## src/swm_pkg.sv

```systemverilog
// Shared types for the sliding-window median filter.
// Holds the command bundle that the sequencer sends to every sorted cell.
// No dependencies.
`timescale 1ns / 1ps
`default_nettype none

package swm_pkg;

  // Per-cycle command broadcast to every cell of the sorted row.
  typedef struct packed {
    logic ins;   // insert the operand at its sorted place
    logic clr;   // with ins: drop the current contents first
    logic rem;   // remove one entry equal to the operand
    logic wipe;  // invalidate every cell
  } swm_ctl_t;

endpackage : swm_pkg

`default_nettype wire

```

## src/swm_cell.sv

```systemverilog
// One cell of the sorted sample row.
// Holds one value and its valid flag, and trades data with both neighbors.
// Depends on swm_pkg for the command bundle.
`timescale 1ns / 1ps
`default_nettype none

module swm_cell #(
  parameter int unsigned SAMPLE_BITS = 16
) (
  input  logic                          clk_i,
  input  logic                          rst_ni,
  input  swm_pkg::swm_ctl_t             ctl_i,
  input  logic signed [SAMPLE_BITS-1:0] opnd_i,
  input  logic signed [SAMPLE_BITS-1:0] left_val_i,
  input  logic                          left_vld_i,
  input  logic                          left_cond_i,
  input  logic signed [SAMPLE_BITS-1:0] right_val_i,
  input  logic                          right_vld_i,
  output logic signed [SAMPLE_BITS-1:0] val_o,
  output logic                          vld_o,
  output logic                          cond_o
);
  import swm_pkg::*;

  logic signed [SAMPLE_BITS-1:0] val_q, val_d;
  logic                          vld_q, vld_d;
  logic                          vld_eff;
  logic                          ins_cond;
  logic                          rem_cond;

  // A start of a new sequence makes the whole row look empty.
  assign vld_eff  = vld_q & ~ctl_i.clr;
  assign ins_cond = ~vld_eff | (val_q > opnd_i);
  // Shift left from the last entry equal to the removed value onward.
  assign rem_cond = ~vld_eff | (val_q > opnd_i) |
                    ((val_q == opnd_i) & ~(right_vld_i & (right_val_i == opnd_i)));

  always_comb begin
    val_d = val_q;
    vld_d = vld_q;
    if (ctl_i.wipe) begin
      vld_d = 1'b0;
    end else if (ctl_i.ins) begin
      if (left_cond_i) begin
        val_d = left_val_i;
        vld_d = left_vld_i;
      end else if (ins_cond) begin
        val_d = opnd_i;
        vld_d = 1'b1;
      end else begin
        vld_d = vld_eff;
      end
    end else if (ctl_i.rem) begin
      if (rem_cond) begin
        val_d = right_val_i;
        vld_d = right_vld_i;
      end
    end
  end

  always_ff @(posedge clk_i or negedge rst_ni) begin
    if (!rst_ni) begin
      vld_q <= 1'b0;
    end else begin
      vld_q <= vld_d;
    end
  end

  always_ff @(posedge clk_i) begin
    val_q <= val_d;
  end

  assign val_o  = val_q;
  assign vld_o  = vld_eff;
  assign cond_o = ins_cond;

endmodule : swm_cell

`default_nettype wire

```

## config.mk

```make
export PLATFORM = sky130hd
export DESIGN_NAME = swm_cell
export DESIGN_NICKNAME = d
export VERILOG_FILES = /design/src/swm_pkg.sv /design/src/swm_cell.sv
export SDC_FILE = /design/constraint.sdc
export NUM_CORES = 1
export LEC_CHECK = 0
export BUFFER_PORTS_ARGS = -buffer_cell sky130_fd_sc_hd__buf_4
export CORE_MARGIN = 4
export CORE_UTILIZATION = 42
export DETAILED_ROUTE_END_ITERATION = 6
export HOLD_SLACK_MARGIN = 0.12
export PLACE_DENSITY = 0.74
export SLEW_MARGIN = 20
export SYNTH_ARGS = -nofsm -noshare
export SYNTH_HDL_FRONTEND = slang
export SYNTH_SLANG_ARGS = --single-unit
```

## constraint.sdc

```tcl
create_clock -name clk_i -period 5.4 [get_ports clk_i]
set_input_delay 0.27 -clock clk_i [delete_from_list [all_inputs] [get_ports clk_i]]
set_output_delay 0.27 -clock clk_i [all_outputs]
set_load 0.03 [all_outputs]
```

== Yosys cells after proc, flatten, opt, wreduce, memory -nomap -nowiden ==
Cells that the tools add are included.

* Flip-flop bits (word level): 17
* Bits of input ports: 57
* Word-level logic and storage cells: 32
* Output and inout bits: 18

* Bitwise logic cells: 9
* Multiplexer cells: 11
* Equality and inequality tests: 3
* Reduce and logical (&&, ||, !) cells: 6
* Magnitude comparators: 1

{| class="wikitable"
|+ Operators by type and width
! cell !! number
|-
| 2-to-1 mux 16 bit || 5
|-
| == test 16 bit || 2
|-
| > comparator 16 bit || 1
|-
| 2-to-1 mux 1 bit || 6
|-
| nonzero test 3 bit || 2
|-
| NOT 1 bit || 4
|-
| AND reduction 4 bit || 1
|-
| nonzero test 2 bit || 2
|-
| bitwise AND 1 bit || 3
|-
| != test 3 x 1 -> 1 bit, second input constant || 1
|-
| bitwise OR 1 bit || 2
|-
| AND reduction 2 bit || 1
|}

== Depth between registers and ports, before layout ==
* Word-level depth: 9
* Depth in mapped cells: 8
* Mapped depth without buffers: 8

== Worst setup path after synthesis ==
No wires, ideal clock.

* Path type: reg2reg
* Start: reg val_q[1] (netlist: val_o[1])
* End: reg val_q[0] (netlist: val_o[0]), enable pin
* Slack: 1,701 ps
* Period minus slack after synthesis: 3,699 ps
* Buffers on the path: 0
* Setup time: 409 ps
* Required time: 4,991 ps
* Arrival time: 3,290 ps
* Stages on the path, launching flop included: 8
* Cell sequence: edfxtp_1 > ha_1 > nor2b_1 > o211ai_1 > a2111o_1 > a31oi_1 > nor3b_1 > nor3_1

* Cells in the longest elaborated chain, start to end: 5
* Elaborated cells on any way between the ends: 8
* Classes of those cells: 1 x order compare; 2 x eq/ne; 3 x bitwise; 2 x reduce/logical

{| class="wikitable"
|+ RTL lines
! item !! line !! text
|-
| from (decl) || swm_cell.sv:25 || <nowiki>logic signed [SAMPLE_BITS-1:0] val_q, val_d;</nowiki>
|-
| from (signal assigned) || swm_cell.sv:70 || <nowiki>val_q <= val_d;</nowiki>
|-
| > comparator 16 bit * || swm_cell.sv:33 || <nowiki>assign ins_cond = ~vld_eff | (val_q > opnd_i);</nowiki>
|-
| bitwise OR 1 bit * || swm_cell.sv:33 ||
|-
| named net cond_o || swm_cell.sv:21 || <nowiki>output logic cond_o</nowiki>
|-
| bitwise OR 1 bit || swm_cell.sv:35 || <nowiki>assign rem_cond = ~vld_eff | (val_q > opnd_i) |</nowiki>
|-
| nonzero test 2 bit (no source line) || -- ||
|-
| AND reduction 4 bit (no source line) * || -- ||
|}

The timed path passes the listed nets; every way through them passes the cells marked *.
A chain may end at the register's enable or synchronous reset.

== Final worst setup path ==
* Start: reg val_q[1] (netlist: val_o[1])
* End: reg val_q[14] (netlist: val_o[14]), enable pin

* Cells in the longest elaborated chain, start to end: 5
* Elaborated cells on any way between the ends: 8
* Classes of those cells: 1 x order compare; 2 x eq/ne; 3 x bitwise; 2 x reduce/logical

{| class="wikitable"
|+ RTL lines
! item !! line
|-
| > comparator 16 bit / == test 16 bit (equally long branches) || swm_cell.sv:33, swm_cell.sv:35, swm_cell.sv:36
|-
| bitwise OR 1 bit / bitwise AND 1 bit (equally long branches) || swm_cell.sv:33, swm_cell.sv:35, swm_cell.sv:36
|-
| bitwise OR 1 bit || swm_cell.sv:35
|-
| nonzero test 2 bit (no source line) || --
|-
| AND reduction 4 bit (no source line) * || --
|}

Mark *: on every way between the ends. The rest lies on a longest branch, timed or not.

==> metrics.yaml <==
outcome:
  status: "complete, no violations"
timing:
  max_freq_mhz: 351.1
  fin_worst_skew_ns: 0.003366
  post-route-period-util_pct: 52.75
  tns_ns: 0
  drv_slew: 0
  setup_viol: 0
  final.min_clock_period_ns: 2.849
  worstMarginPinSlew_ns: 0.6503
  hold_slack_ns: 0.3295
  hold_violations: 0
  rsz0062_at_grt: "false"
  slew-limit-headroom_pct: 56.41
logic_synthesis:
  ys_seq_area_share_pct: 32.98
  synth-edff-count: 16
  syn_nets: 236
  ys_top_cells_by_count: "a21oi_1, nor2_1, inv_1"
  syn_inst: 163
  syn_area_um2: 1533
  synth_top_area_share_pct: 31.35
  async_flop_share_pct: 5.882
  ys.flop_type: "edfxtp_1"
  synth.largest_area_cell: "edfxtp_1"
  yosysMostFrequentCell: "a21oi_1"
  synth_cell_types: 33
  avgSynthCellArea_um2: 9.403
  yosysWarnings: 0
  ys_ff_latch: 17
  ys_top_cells_by_area: "edfxtp_1, ha_1, mux2i_1, a21oi_1, xnor2_1"
critical_path:
  cp_max_fo: 9
  cpLargestDelayFamily: "compound AO/OA/AOI/OAI gates"
  r2r-start: "val_o[1]"
  r2r_setup_slack_ns: 2.55
  path_class: "register to register"
  slowest_delay_ns: 0.57
  cp.arrival_ns: 2.81
  cpMostUsedCell: "a311oi_1"
  crit_chain: "ha_1, nor2b_1, o211ai_1, a2111o_1, a311oi_1, a311oi_1, nor3_2, buf_4"
  crit_path_start_kind: "register"
  critPathRequiredTime_ns: 5.37
  path_buf_inv: 1
  slowest_stage: "nor3_2"
  r2r-end: "val_o[14]"
  cp-end-kind: "register"
  worst-r2r-cell-count: 8
power:
  p_leak_nw: 1.042
  irDropWorstVdd_mv: 0.09369
  p_total_uw: 416.9
  power_density_nw_per_um2: 190.4
drt:
  wl_um: 4083
  drc: 0
  route.antenna.remaining_nets: 0
  post_drt_wl_per_cell_um: 14.43
  drtIter0Drc: 42
  drt_pre_antenna_iters: 4
  vias_per_cell: 5.025
  dr_total_vias: 1422
min_path:
  hold_path.class: "input pin to asynchronous set/reset pin"
clock_network:
  cts_sinks: 17
  cts_max_path_buffers: 2
  cts-root-buf: "clkbuf_8"
  cts_max_level: 1
  clkTransAtPathRegs_ns: 0.06
  numCtsBuffers: 3
  cts_tree: "built"
  clock_latency_ns: 0.26
  ctsHoldBuffers: 1
  cts-resized-gates: 0
  cts_post_setup_buffers_inserted: 0
die:
  die_y_um: 68.41
  dieWidth_um: 68.41
  rows: 21
  initial_core_util_pct: 44.53
  io_pins: 75
  coreArea_um2: 3442
  die_area_um2: 4680
cells_and_area:
  drive_above_1_share_pct: 36.71
  syn_to_final_growth_pct: 42.86
  fillerInstances: 322
  fin_nets: 311
  antenna_cells: 0
grt:
  antenna_found_initial: 0
  track_usage_pct: 18.40
  grt.overflow.total: 0
  grt_pass1_wl_um: 6306
  grt_max_degree: 37
  grt_pass1_vias: 1420
placement:
  post-dp-hpwl_um: 3349
  gp_congestion: 0.7964
  port_buffers: 74
run:
  maxCapViolations: 0
==> worst reg2reg max path, cell delays in order (launching register included) <==
cell,delay (ns)
edfxtp_1,0.38
ha_1,0.31
nor2b_1,0.14
o211ai_1,0.09
a2111o_1,0.38
a311oi_1,0.26
a311oi_1,0.11
nor3_2,0.57
buf_4,0.31
==> through the flow <==
step / cell area (µm²) / setup WS (ns) / util [%] / std cells
final: 2190 / 2.551 / 63.61 / 283
after global routing: 2190 / 2.420 / 63.61 / 283
after CTS: 2190 / 2.557 / 63.61 / 283
after detailed placement: 2135 / 2.539 / 62.01 / 278
after global placement: 2135 / 2.601 / 62.01 / 278
after floorplan: 1533 / 1.701 / - / 163
==> how the worst max path moves through the flow <==
stage,slack (ns),depth (start not counted),end,from
floorplan,1.70,7,val_o[0],val_o[1]
global placement,2.60,10,val_o[5],opnd_i[1]
detailed placement,2.54,10,val_o[13],opnd_i[1]
CTS,2.56,8,val_o[14],val_o[1]
global route,2.42,8,val_o[14],val_o[1]
finish,2.55,8,val_o[14],val_o[1]
==> metal layers <==
| metal | GRT usage [%] | wire length (µm) |
|---|---|---|
| met1 | 24.34 | 1857 |
| met2 | 30.51 | 1871 |
| met3 | 2.299 | 297 |
| met4 | 6.700 | 57 |
| met5 | 0 | 0 |
==> cells in the final DEF (no fill, tap or decap) <==
cell type      Yosys  layout
a311oi_1           2       2
a21o_2             1       1
nor2b_1            2       2
clkbuf_1           5       1
and2b_2            1       1
nor4_1             1       1
o21ai_0            2       2
a221oi_1           1       1
nor3_2             0       1
nor4_2             1       1
xor2_1             4       4
xnor2_1           12      12
o22ai_1            1       1
nor2b_2            1       1
nand3_1            2       2
nor2_1            19      19
dfrtp_1            1       1
mux2i_1           16      16
nor3b_1            1       1
a31oi_1            1       1
nand4_2            2       2
clkbuf_8           0       3
edfxtp_1          16      16
a21oi_1           21      21
dlygate4sd3_1      0       1
nand4_4            1       1
nor3_1             2       1
nand2_1            4       4
mux2_1             1       1
o211ai_1           1       1
buf_4              0      75
ha_1              16      16
inv_1             18      18
a2111o_1           1       1
nand4_1            4       4
o21a_2             1       1
==> registers in the layout, indices dropped and copies added (netlist names) <==
signal	flops
val_o	16
vld_q	1
==> final cells by class <==
type | instances | area [µm²] | share of cell area (%)
Multi-Input combinational cell | 122 | 940.9 | 42.97
Timing Repair Buffer | 76 | 573.1 | 26.17
Sequential cell | 17 | 505.5 | 23.09
Inverter | 18 | 67.56 | 3.086
Tap cell | 46 | 57.56 | 2.629
Clock buffer | 4 | 45.04 | 2.057
==> power breakdown <==
group / internal, mW / switching (mW) / total, mW
registers: 0.157 / 0.00577 / 0.163
logic: 0.0745 / 0.0804 / 0.155
clock network: 0.0526 / 0.0464 / 0.0989
total: 0.284 / 0.133 / 0.417
==> cell families (layout without fill, tap and decap cells) <==
group | after synthesis | in the layout | share of synthesized area [%]
flops | 17 | 17 | 32.98
mux | 17 | 17 | 11.18
buf+inv | 24 | 98 | 5.959
fa+ha+maj | 16 | 16 | 13.06
simple gates | 41 | 41 | 15.27
xor+xnor | 16 | 16 | 9.143
compound gates | 32 | 32 | 12.41
Power figures use the tool's default switching activity.
